### config.mk
export PLATFORM = sky130hd
export DESIGN_NAME = mfhic_merge
export DESIGN_NICKNAME = d
export VERILOG_FILES = /design/src/rtl/mfhic_pkg.sv /design/src/rtl/mfhic_merge.sv
export SDC_FILE = /design/constraint.sdc
export NUM_CORES = 1
export LEC_CHECK = 0
export BUFFER_PORTS_ARGS = -buffer_cell sky130_fd_sc_hd__buf_4
export CAP_MARGIN = 25
export CORE_MARGIN = 2
export CORE_UTILIZATION = 40
export CTS_BUF_LIST = sky130_fd_sc_hd__clkbuf_2
export DETAILED_ROUTE_END_ITERATION = 8
export PLACE_DENSITY_LB_ADDON = 0.1
export SETUP_SLACK_MARGIN = 0.05
export SLEW_MARGIN = 20
export SYNTH_ARGS = -nofsm -noshare
export SYNTH_HDL_FRONTEND = slang
export SYNTH_SLANG_ARGS = --single-unit
export TNS_END_PERCENT = 20
### constraint.sdc
create_clock -name clk_i -period 1.43 [get_ports clk_i]
set_clock_uncertainty 0.2 [all_clocks]
set_input_delay 0.143 -clock clk_i [delete_from_list [all_inputs] [get_ports clk_i]]
set_output_delay 0.143 -clock clk_i [all_outputs]
set_load 0.05 [all_outputs]
### src/rtl/mfhic_pkg.sv
`timescale 1ns / 1ps
`default_nettype none
// ----------------------------------------------------------------------------
// mfhic_pkg
// Shared types and constants of the magnetometer filter and hard-iron block.
// ----------------------------------------------------------------------------
package mfhic_pkg;

  localparam int unsigned FIELD_W   = 16;
  localparam int unsigned CFG_IDX_W = 3;

  // Operation carried by each input beat
  typedef enum logic [1:0] {
    OP_SAMPLE = 2'd0,
    OP_START  = 2'd1,
    OP_SAVE   = 2'd2,
    OP_LOAD   = 2'd3
  } op_e;

  // Configuration register map
  typedef enum logic [CFG_IDX_W-1:0] {
    REG_OFS_X = 3'd0,
    REG_OFS_Y = 3'd1,
    REG_OFS_Z = 3'd2,
    REG_SCL_X = 3'd3,
    REG_SCL_Y = 3'd4,
    REG_SCL_Z = 3'd5
  } cfg_reg_e;

  // Min/max seeds loaded by a start of calibration
  localparam logic signed [FIELD_W-1:0] CAL_MIN_START = 16'sd8000;
  localparam logic signed [FIELD_W-1:0] CAL_MAX_START = -16'sd8000;

  // Per-stage strobes shared by all axis lanes
  typedef struct packed {
    logic acc_smp;   // sample beat accepted: write ring, read old entry
    logic ld2_smp;   // sample enters running-sum stage
    logic ld3;       // magnitude stage loads
    logic ld4;       // reciprocal product stage loads
    logic ld5;       // mean stage loads
    logic ld6_smp;   // sample enters gain stage
    logic op_start;  // start calibration takes effect
    logic op_save;   // save calibration takes effect
    logic op_load;   // load stored offsets and scales
    logic mm_upd;    // fold the finished value into min/max
  } lane_ctl_t;

  // One result beat
  typedef struct packed {
    logic signed [FIELD_W-1:0] field_x;
    logic signed [FIELD_W-1:0] field_y;
    logic signed [FIELD_W-1:0] field_z;
    logic                      calibrating;
  } out_beat_t;

endpackage
`default_nettype wire

### src/rtl/mfhic_merge.sv
`timescale 1ns / 1ps
`default_nettype none
// ----------------------------------------------------------------------------
// mfhic_merge
// Collect the three lane values and the capture flag into one output beat.
// ----------------------------------------------------------------------------
module mfhic_merge (
  input  wire logic                                 clk_i,
  input  wire logic                                 rst_ni,
  input  wire logic                                 ld_i,
  input  wire logic signed [mfhic_pkg::FIELD_W-1:0] val_x_i,
  input  wire logic signed [mfhic_pkg::FIELD_W-1:0] val_y_i,
  input  wire logic signed [mfhic_pkg::FIELD_W-1:0] val_z_i,
  input  wire logic                                 cal_i,
  input  wire logic                                 out_ready_i,
  output logic                                      free_o,
  output logic                                      out_valid_o,
  output mfhic_pkg::out_beat_t                      beat_o
);

  logic                 valid_q, valid_d;
  mfhic_pkg::out_beat_t beat_q;

  assign free_o = !valid_q || out_ready_i;

  always_comb begin
    valid_d = valid_q;
    if (ld_i) begin
      valid_d = 1'b1;
    end else if (out_ready_i) begin
      valid_d = 1'b0;
    end
  end

  always_ff @(posedge clk_i or negedge rst_ni) begin
    if (!rst_ni) begin
      valid_q <= 1'b0;
    end else begin
      valid_q <= valid_d;
    end
  end

  always_ff @(posedge clk_i) begin
    if (ld_i) begin
      beat_q.field_x     <= val_x_i;
      beat_q.field_y     <= val_y_i;
      beat_q.field_z     <= val_z_i;
      beat_q.calibrating <= cal_i;
    end
  end

  assign out_valid_o = valid_q;
  assign beat_o      = beat_q;

endmodule
`default_nettype wire

==> summary.md <==
| Metric | Value |
|---|---|
| Commonest non-fill, non-tap cell in the layout | sky130_fd_sc_hd__buf_4 |
| Worst-path clk slew | 0.22 ns |
| Root buffer cell | sky130_fd_sc_hd__clkbuf_2 |
| Worst endpoint data arrival time | 1.11 ns |
| Worst stage delay on the critical path | 0.46 ns |
| Total of max-cap violations | 0 |
| GPL Wtd Cong | 0.6890 |
| Violation count after the first detailed-routing iteration | 99 |
| Y dimension of the die | 65.62 µm |
| Port Buf Inserts | 103 |
| Classification of the worst-slack hold path | primary input to flop |
| Number of distinct standard cells referenced by the synthesized netlist | 4 |
| Worst slack at placement | 0.4101 ns |
| Power Density | 1033 nW/µm² |
| Endpoint class of the critical path | output port |
| P_leak | 1.322 nW |
| Post-route antenna net violation count | 0 |
| Post-Synthesis Cell Area | 1519 µm² |
| Total nets after synthesis | 105 |
| Violated checks | negative hold slack, negative setup slack |
| Number of placed I/O pins | 104 |
| Number of design rule violations left after detail routing | 0 |
| Clock tree from TritonCTS | done |
| Comb power frac | 28.6% |
| Die Width | 65.62 µm |
| Detailed-route via count | 1133 |
| Fin area | 3131 µm² |
| Clock Power Share | 15.9% |
| Number of iterations in the first detailed-routing pass | 4 |
| Worst setup slack after layout | -0.02448 ns |
| Average vias per placed instance | 4.275 |
| Gr usage total | 18.62% |
| Total Wirelength | 3.960 mm |
| H-tree depth | 2 |
| Switching share of power | 30.10% |
| Largest net degree at the start of global routing | 51 |
| Register bit total from synthesis | 50 |
| Cell with the largest stage delay on the worst path | sky130_fd_sc_hd__dfrtp_1 |
| Required time at the endpoint of the critical path | 1.09 ns |
| Overflow left after global routing | 0 |
| Count of buffer and inverter cells on the critical path | 1 |
| Worst hold margin | -0.1215 ns |
| Total of warnings raised by yosys | 0 |
| Number of nets in the finished design | 269 |
| Fraction of layout instances using a drive strength above 1 | 52.53% |
| Diodes inserted | 0 |
| Clock buffers created by TritonCTS | 5 |
| Cell internal pwr | 2.260 mW |
| Number of global-route vias before repair | 1223 |
| Max-slew violations | 0 |
| Placeable core area | 3661 µm² |
| Cell Area, Placed | 2372 µm² |
| # rows | 22 |
| Detail-routed net length per standard cell | 14.94 µm |
| Number of cells produced by synthesis | 52 |
| # hold bufs at CTS | 52 |
| Cell chain of the critical path | nand2b_4, buf_8 |
| Area of the die | 4306 µm² |
| Rel. slew slack | 83.74% |
| Antenna violations before repair | 0 |
| Upper clock frequency limit | 687.5 MHz |
| Share of power burned in registers | 55.5% |
| Crit share post-route | 101.7% |
| Measured slew at the worst slew-check pin | 0.2439 ns |
| Number of endpoints failing setup at the final stage | 1 |
| Tmin final | 1.454 ns |
| Final count of hold timing violations | 1 |
| Fraction of the yosys area taken by sequential cells | 98.52% |
| IR Drop Worst-Case VDD | 0.7113 mV |
| Synthesized area per cell | 29.21 µm² |
| Type of origin of the critical path | flop |
| Clock latency on the worst-skew pair | 0.41 ns |
| Top library cells by usage in the layout, fill and taps aside | sky130_fd_sc_hd__buf_4, sky130_fd_sc_hd__dlygate4sd3_1, sky130_fd_sc_hd__edfxtp_1, sky130_fd_sc_hd__buf_6, sky130_fd_sc_hd__clkbuf_2 |
| Num Clock Sinks | 50 |
| Buffer levels on the longest clock path | 2 |
| Largest fanout of any net on the critical path | 2 |
| Outcome | finished with violations |
| Area added between synthesis and finish | 106.1% |
| Global-route wire length before repair | 5.616 mm |
| Category of the critical setup timing path | flop to output port |
| Cell class contributing the biggest share of worst-path delay | flip-flops |
| Initial Util | 41.49% |
| Sw Pwr | 0.9732 mW |
| Setup repair after global routing missed its margin | yes |
==> power groups by stage <==
stage	clock network (mW)	logic [mW]	registers [mW]
after floorplan	0	0.0126	2.21
after global placement	0	0.729	1.80
after detailed placement	0	0.732	1.80
after CTS	0.530	0.878	1.78
after global routing	0.596	0.959	1.81
final	0.513	0.926	1.79
==> layout make-up <==
cell class / instances / area [µm²]
fill: 161 / 530.5
sequential: 50 / 1496
multi-input combinational: 2 / 22.52
clock inverter: 2 / 8.758
timing repair buffer: 157 / 1513
clock buffer: 6 / 30.03
tap: 48 / 60.06
==> logic make-up after synthesis <==
group / count (synthesis) / synth area share (%)
and+or+nand+nor: 2 / 1.483
DFF: 50 / 98.52
==> what timing repair did <==
action | in CTS | in global routing
buffers inserted | 0 | 1
hold endpoints to repair | 65 | 1
endpoints found under the setup margin | 24 | 51
gates resized for setup | 24 | 27
==> worst reg2reg max path: stages (launching register included) <==
cell	delay [ns]
sky130_fd_sc_hd__dfrtp_1	0.46
sky130_fd_sc_hd__nand2b_4	0.09
sky130_fd_sc_hd__buf_4	0.10
sky130_fd_sc_hd__nand2b_2	0.04
==> metrics by stage <==
step,TNS [ns],util (%),std cells,total power [mW]
6_report,-0.02448,85.51,265,3.233
5_1_grt,-0.4421,85.51,265,3.360
4_1_cts,-0.04940,82.54,264,3.185
3_5_place_dp,0,64.80,204,2.532
3_3_place_gp,0,64.80,204,2.528
2_1_floorplan,0,-,52,2.220
==> path summary, 6_finish.rpt <==
kind / slack (ns) / from / cells after the start / to
setup / recovery: -0.02 / out_valid_o$_DFFE_PN0P_ / 2 / free_o
hold / removal: -0.12 / out_ready_i / 4 / out_valid_o$_DFFE_PN0P_
setup reg to reg: 0.45 / out_valid_o$_DFFE_PN0P_ / 3 / out_valid_o$_DFFE_PN0P_
hold reg to reg: 0.50 / out_valid_o$_DFFE_PN0P_ / 3 / out_valid_o$_DFFE_PN0P_
max in group asynchronous: 0.61 / rst_ni / 3 / out_valid_o$_DFFE_PN0P_
min in group asynchronous: 0.32 / rst_ni / 3 / out_valid_o$_DFFE_PN0P_
==> state kept, by name, indices dropped and copies added, names as in the netlist <==
signal / count
out_valid_o: 1
beat_o: 49
==> routing by layer <==
layer / wire length, µm / share of wire, % / GRT usage (%)
met1: 1282 / 32 / 17.81
met2: 2196 / 55 / 34.72
met3: 360 / 9.1 / 7.192
met4: 122 / 3.1 / 8.073
met5: 0 / 0 / 0
==> cell usage after synthesis, drive strengths merged <==
library cell,number,share of area (%)
nand2b,2,1.5
dfrtp,1,1.6
edfxtp,49,97
Power figures use the tool's default switching activity.
