[src/rtl/mfhic_pkg.sv]
`timescale 1ns / 1ps
`default_nettype none
// ----------------------------------------------------------------------------
// mfhic_pkg
// Shared types and constants of the magnetometer filter and hard-iron block.
// ----------------------------------------------------------------------------
package mfhic_pkg;

  localparam int unsigned FIELD_W   = 16;
  localparam int unsigned CFG_IDX_W = 3;

  // Operation carried by each input beat
  typedef enum logic [1:0] {
    OP_SAMPLE = 2'd0,
    OP_START  = 2'd1,
    OP_SAVE   = 2'd2,
    OP_LOAD   = 2'd3
  } op_e;

  // Configuration register map
  typedef enum logic [CFG_IDX_W-1:0] {
    REG_OFS_X = 3'd0,
    REG_OFS_Y = 3'd1,
    REG_OFS_Z = 3'd2,
    REG_SCL_X = 3'd3,
    REG_SCL_Y = 3'd4,
    REG_SCL_Z = 3'd5
  } cfg_reg_e;

  // Min/max seeds loaded by a start of calibration
  localparam logic signed [FIELD_W-1:0] CAL_MIN_START = 16'sd8000;
  localparam logic signed [FIELD_W-1:0] CAL_MAX_START = -16'sd8000;

  // Per-stage strobes shared by all axis lanes
  typedef struct packed {
    logic acc_smp;   // sample beat accepted: write ring, read old entry
    logic ld2_smp;   // sample enters running-sum stage
    logic ld3;       // magnitude stage loads
    logic ld4;       // reciprocal product stage loads
    logic ld5;       // mean stage loads
    logic ld6_smp;   // sample enters gain stage
    logic op_start;  // start calibration takes effect
    logic op_save;   // save calibration takes effect
    logic op_load;   // load stored offsets and scales
    logic mm_upd;    // fold the finished value into min/max
  } lane_ctl_t;

  // One result beat
  typedef struct packed {
    logic signed [FIELD_W-1:0] field_x;
    logic signed [FIELD_W-1:0] field_y;
    logic signed [FIELD_W-1:0] field_z;
    logic                      calibrating;
  } out_beat_t;

endpackage
`default_nettype wire

[src/rtl/mfhic_lane.sv]
`timescale 1ns / 1ps
`default_nettype none
// ----------------------------------------------------------------------------
// mfhic_lane
// One axis: history ring with running sum, mean by reciprocal multiply,
// offset and gain, round toward zero, saturation and min/max capture.
// ----------------------------------------------------------------------------
module mfhic_lane #(
  parameter int unsigned DEPTH           = 10,
  parameter int unsigned SCALE_FRAC_BITS = 12,
  localparam int unsigned SLOT_W         = (DEPTH > 1) ? $clog2(DEPTH) : 1
) (
  input  wire logic                                      clk_i,
  input  wire logic                                      rst_ni,
  input  wire mfhic_pkg::lane_ctl_t                      ctl_i,
  input  wire logic [SLOT_W-1:0]                         slot_i,
  input  wire logic signed [mfhic_pkg::FIELD_W-1:0]      wr_val_i,
  input  wire logic signed [mfhic_pkg::FIELD_W-1:0]      stored_offset_i,
  input  wire logic [mfhic_pkg::FIELD_W-1:0]             stored_scale_i,
  output logic signed [mfhic_pkg::FIELD_W-1:0]           val_o
);

  localparam int unsigned FW      = mfhic_pkg::FIELD_W;
  localparam int unsigned CLOG_D  = $clog2(DEPTH);
  localparam int unsigned ABS_W   = FW + CLOG_D;
  localparam int unsigned SUM_W   = ABS_W + 1;
  localparam int unsigned DIV_SH  = ABS_W + CLOG_D + 1;
  localparam int unsigned RECIP_W = DIV_SH + 1;
  localparam int unsigned QP_W    = ABS_W + RECIP_W;
  localparam int unsigned QUO_W   = FW + 1;
  localparam int unsigned PROD_W  = 2 * (FW + 1);
  localparam logic [RECIP_W-1:0] RECIP =
      RECIP_W'(((64'd1 << DIV_SH) + 64'(DEPTH) - 64'd1) / 64'(DEPTH));
  localparam logic [FW-1:0] UNITY = FW'(64'd1 << SCALE_FRAC_BITS);
  localparam logic signed [PROD_W-1:0] RND_BIAS =
      PROD_W'((64'd1 << SCALE_FRAC_BITS) - 64'd1);
  localparam logic signed [PROD_W-1:0] SAT_HI = PROD_W'(32767);
  localparam logic signed [PROD_W-1:0] SAT_LO = -PROD_W'(32768);

  // History ring
  logic signed [FW-1:0] ring_mem [DEPTH];
  logic [DEPTH-1:0]     ring_vld_q;
  logic signed [FW-1:0] new_q;
  logic signed [FW-1:0] old_q;
  logic                 old_vld_q;

  always_ff @(posedge clk_i) begin
    if (ctl_i.acc_smp) begin
      ring_mem[slot_i] <= wr_val_i;
      old_q            <= ring_mem[slot_i];
      new_q            <= wr_val_i;
    end
  end

  always_ff @(posedge clk_i or negedge rst_ni) begin
    if (!rst_ni) begin
      ring_vld_q <= '0;
      old_vld_q  <= 1'b0;
    end else if (ctl_i.acc_smp) begin
      ring_vld_q[slot_i] <= 1'b1;
      old_vld_q          <= ring_vld_q[slot_i];
    end
  end

  // Running sum: add the new entry, drop the one it replaces
  logic signed [SUM_W-1:0] sum_q, sum_d, old_ext;

  always_comb begin
    old_ext = old_vld_q ? SUM_W'(old_q) : '0;
    sum_d   = sum_q + SUM_W'(new_q) - old_ext;
  end

  always_ff @(posedge clk_i or negedge rst_ni) begin
    if (!rst_ni) begin
      sum_q <= '0;
    end else if (ctl_i.ld2_smp) begin
      sum_q <= sum_d;
    end
  end

  // Mean: magnitude, multiply by reciprocal, restore sign
  logic [ABS_W-1:0]     abs_q;
  logic                 neg3_q, neg4_q;
  logic [QP_W-1:0]      qp_q;
  logic [QUO_W-1:0]     quo;
  logic signed [FW-1:0] mean_q;

  assign quo = qp_q[DIV_SH +: QUO_W];

  always_ff @(posedge clk_i) begin
    if (ctl_i.ld3) begin
      abs_q  <= sum_q[SUM_W-1] ? ABS_W'(-sum_q) : ABS_W'(sum_q);
      neg3_q <= sum_q[SUM_W-1];
    end
    if (ctl_i.ld4) begin
      qp_q   <= QP_W'(abs_q) * QP_W'(RECIP);
      neg4_q <= neg3_q;
    end
    if (ctl_i.ld5) begin
      mean_q <= neg4_q ? FW'(-quo) : FW'(quo);
    end
  end

  // Offset, gain and calibration state
  logic signed [FW-1:0] offset_q;
  logic [FW-1:0]        scale_q;
  logic signed [FW-1:0] min_q, max_q;
  logic signed [FW:0]   mm_sum;
  logic signed [FW:0]   mid;

  always_comb begin
    mm_sum = (FW+1)'(min_q) + (FW+1)'(max_q);
    mid    = (mm_sum + (FW+1)'(mm_sum[FW])) >>> 1;
  end

  always_ff @(posedge clk_i or negedge rst_ni) begin
    if (!rst_ni) begin
      offset_q <= '0;
      scale_q  <= UNITY;
    end else if (ctl_i.op_start) begin
      offset_q <= '0;
      scale_q  <= UNITY;
    end else if (ctl_i.op_save) begin
      offset_q <= FW'(mid);
    end else if (ctl_i.op_load) begin
      offset_q <= stored_offset_i;
      scale_q  <= stored_scale_i;
    end
  end

  // Gain stage
  logic signed [FW:0]       diff, scl_s;
  logic signed [PROD_W-1:0] prod_q;

  always_comb begin
    diff  = (FW+1)'(mean_q) - (FW+1)'(offset_q);
    scl_s = {1'b0, scale_q};
  end

  always_ff @(posedge clk_i) begin
    if (ctl_i.ld6_smp) begin
      prod_q <= diff * scl_s;
    end
  end

  // Drop fraction bits toward zero, then clamp
  logic signed [PROD_W-1:0] rnd, shd;

  always_comb begin
    rnd = prod_q + (prod_q[PROD_W-1] ? RND_BIAS : '0);
    shd = rnd >>> SCALE_FRAC_BITS;
    if (shd > SAT_HI) begin
      val_o = 16'sh7fff;
    end else if (shd < SAT_LO) begin
      val_o = -16'sh8000;
    end else begin
      val_o = FW'(shd);
    end
  end

  // Start reseeds; a capturing sample widens the window
  always_ff @(posedge clk_i or negedge rst_ni) begin
    if (!rst_ni) begin
      min_q <= '0;
      max_q <= '0;
    end else if (ctl_i.op_start) begin
      min_q <= mfhic_pkg::CAL_MIN_START;
      max_q <= mfhic_pkg::CAL_MAX_START;
    end else if (ctl_i.mm_upd) begin
      if (val_o < min_q) min_q <= val_o;
      if (val_o > max_q) max_q <= val_o;
    end
  end

endmodule
`default_nettype wire

[config.mk]
export PLATFORM = sky130hd
export DESIGN_NAME = mfhic_lane
export DESIGN_NICKNAME = d
export VERILOG_FILES = /design/src/rtl/mfhic_pkg.sv /design/src/rtl/mfhic_lane.sv
export SDC_FILE = /design/constraint.sdc
export NUM_CORES = 2
export LEC_CHECK = 0
export BUFFER_PORTS_ARGS = -buffer_cell sky130_fd_sc_hd__buf_2
export CELL_PAD_IN_SITES_DETAIL_PLACEMENT = 0
export CELL_PAD_IN_SITES_GLOBAL_PLACEMENT = 1
export CORE_ASPECT_RATIO = 1.1
export CORE_MARGIN = 1.5
export CORE_UTILIZATION = 35
export DETAILED_ROUTE_END_ITERATION = 8
export PLACE_DENSITY_LB_ADDON = 0.1
export REMOVE_ABC_BUFFERS = 1
export SYNTH_ARGS = -nofsm -noshare
export SYNTH_HDL_FRONTEND = slang
export SYNTH_SLANG_ARGS = --single-unit
[constraint.sdc]
create_clock -name clk_i -period 11.1 [get_ports clk_i]
set_input_delay 0.555 -clock clk_i [delete_from_list [all_inputs] [get_ports clk_i]]
set_output_delay 0.555 -clock clk_i [all_outputs]
set_load 0.02 [all_outputs]
==> flow_summary.yaml <==
outcome:
  outcome: "completed"
clock_tree:
  cts_tree: "yes"
  numCtsBuffers: 46
  root_buffer: "clkbuf_16"
  clk_pin_slew_ns: 0.06
  htreeDepth: 2
  clk-insertion-delay-late_ns: 0.65
  clockBufferDepth: 3
  cts_setup_buffers: 0
  cts_sinks: 376
sta:
  rsz0062_at_grt: "false"
  fin_setup_tns_ns: 0
  final-setup-viol-count: 0
  fmax_mhz: 110
  final.setup.worst_slack_ns: 2.02
  min_period_ns: 9.08
  worst_pin_slew_ns: 1.11
  min_period_over_period: 0.818
  finClkSkew_ns: 0.0722
  hold_violations: 0
  slew-limit-headroom: 0.262
  slew_viol_final: 0
worst_setup_path:
  max_stage_delay_ns: 0.79
  worstSetupPathType: "flop to flop"
  cp.arrival_ns: 9.43
  crit_top_cell: "fa_1"
  crit_required_ns: 11.45
  cp-end-kind: "flop"
  cpMaxStageDelayCell: "fa_1"
  cp_max_fo: 26
  cp-start-kind: "flop"
  critPathTopFamily: "adder cells"
  path_buf_inv: 5
global_route:
  antenna_found_initial: 3
  gr-usage-all-layers: 0.182
  grt_max_degree: 66
  gr-total-overflow: 0
  grt_pass1_wl_um: 152000
  grt_pass1_vias: 26163
route:
  drt-total-wl_um: 96600
  drtPass1Iterations: 5
  routed_via_density: 4.81
  routedWlPerCell_um: 19.1
  drt_iter0_markers: 1063
  via_count: 24252
  ant_nets: 0
  drcViolationCount: 0
yosys:
  synthTopCellsByArea: "fa_1 23%, edfxtp_1 22%, ha_1 13%"
  synthTopCellsByCount: "745 x inv_1, 434 x fa_1, 379 x ha_1"
  ys_seq_elements: 376
  syn_area_mm2: 0.0374
  netlist_instances: 3560
  post-synth-top-count-cell: "inv_1"
  syn_avg_cell_area_um2: 10.5
  synth_cell_type_count: 83
  synth_edf_count: 280
  synthArstFlopShare: 0.255
  yosysWarnings: 0
  synth_top_area_frac: 0.232
  ys_seq_area_frac: 0.289
  ys.flop_type: "edfxtp_1"
  synth_largest_area_cell: "fa_1"
final_layout:
  drive_gt1_frac: 0.0815
  stdcell_area_mm2: 0.0409
  area_delta_synth_final_pct: 9.50
  fin_nets: 4487
  fillers: 10714
  final_cells: 5044
placement:
  place_hpwl_um: 76000
  place.gp.congestion: 0.807
  io_buffer_count: 79
  pre_cts_ws_ns: 2.02
  placed_cells: 4958
  place_area_mm2: 0.0394
floorplan:
  row_count: 125
  dieArea_mm2: 0.109
  core_area_mm2: 0.106
  die_w_um: 315
  initial_utilization: 0.354
  ios: 80
  die_y_um: 346
job:
  cap_violations: 0
worst_hold_path:
  hp-class: "input pin to flop"
-- cells by family after synthesis --
kind of cell / share of synthesized area
xor gates and xnor gates: 0.0370
AOI/OAI and AO/OA: 0.0881
buffers and inverters: 0.0880
adders and majority gates: 0.360
DFF: 0.289
muxes: 0.0294
and+or+nand+nor: 0.108
-- worst min-delay path, cell delays in order --
cell     delay, ns
buf_2         0.09
nand2_1       0.04
a21oi_1       0.05
-- placed cells by master, fill, tap and decap left out, drive strengths merged, types with 46 or more instances in the layout --
master,netlist,final
inv,745,745
fa,434,434
ha,379,379
edfxtp,280,280
nand2,254,254
and2,138,138
buf,13,127
nor2,118,118
xnor2,116,116
a21oi,101,101
dfrtp,95,95
o21ai,90,90
a211oi,78,78
nand3,70,70
clkbuf,113,60
nor2b,46,46
-- cell type report --
| cell class | count | area (µm²) | share of cell area |
|---|---|---|---|
| inverters | 745 | 2800 | 0.0683 |
| diodes | 1 | 2.50 | 0.0000611 |
| clock inverters | 24 | 263 | 0.00642 |
| repair buffers | 128 | 771 | 0.0188 |
| multi-input cells | 2313 | 23300 | 0.569 |
| flip-flops and latches | 376 | 10800 | 0.264 |
| well taps | 1397 | 1750 | 0.0427 |
| clock buffers | 60 | 1230 | 0.0301 |
-- repair_timing --
action / CTS / global route
gates resized for setup: 0 / 0
endpoints found under the setup margin: 0 / 0
hold endpoints to repair: 9 / 0
hold buffers: 1 / 0
-- sequential cells by signal (all words and copies together) (netlist names) --
| signal | flops |
|---|---|
| scale_q | 16 |
| neg4_q | 1 |
| prod_q | 34 |
| old_q | 16 |
| mean_q | 16 |
| max_q | 16 |
| ring_vld_q | 10 |
| abs_q | 20 |
| min_q | 16 |
| offset_q | 16 |
| sum_q | 21 |
| new_q | 16 |
| neg3_q | 1 |
| qp_q | 16 |
| ring_mem | 160 |
| old_vld_q | 1 |
-- through the flow --
| stage | util | hold slack (ns) |
|---|---|---|
| after global placement | 0.373 | 0.433 |
| after detailed placement | 0.373 | 0.441 |
| after CTS | 0.387 | 0.138 |
| final | 0.387 | 0.188 |
| after global routing | 0.387 | 0.153 |
| after floorplan | - | 0.259 |
-- per-layer routing --
metal	vias to the layer above	routed length, µm	track usage
li1	11753	-	-
met1	12091	43600	0.237
met2	289	48000	0.317
met3	117	2420	0.0204
met4	2	2500	0.0477
met5	-	13	0
-- path summary, 6_finish.rpt --
kind,slack [ns],startpoint,to,depth (start not counted)
worst max-delay path,2.02,mean_q[0],prod_q[32],29
worst max register to register,2.02,mean_q[0],prod_q[32],29
min in group asynchronous,0.53,rst_ni,scale_q[1],2
worst min register to register,0.45,neg3_q,neg4_q,0
worst min-delay path,0.19,stored_scale_i[1],scale_q[1],3
max in group asynchronous,9.29,rst_ni,offset_q[6],3
Power is not shown: default switching activity piles up to over one toggle a cycle in this logic, so the estimate is an artifact.
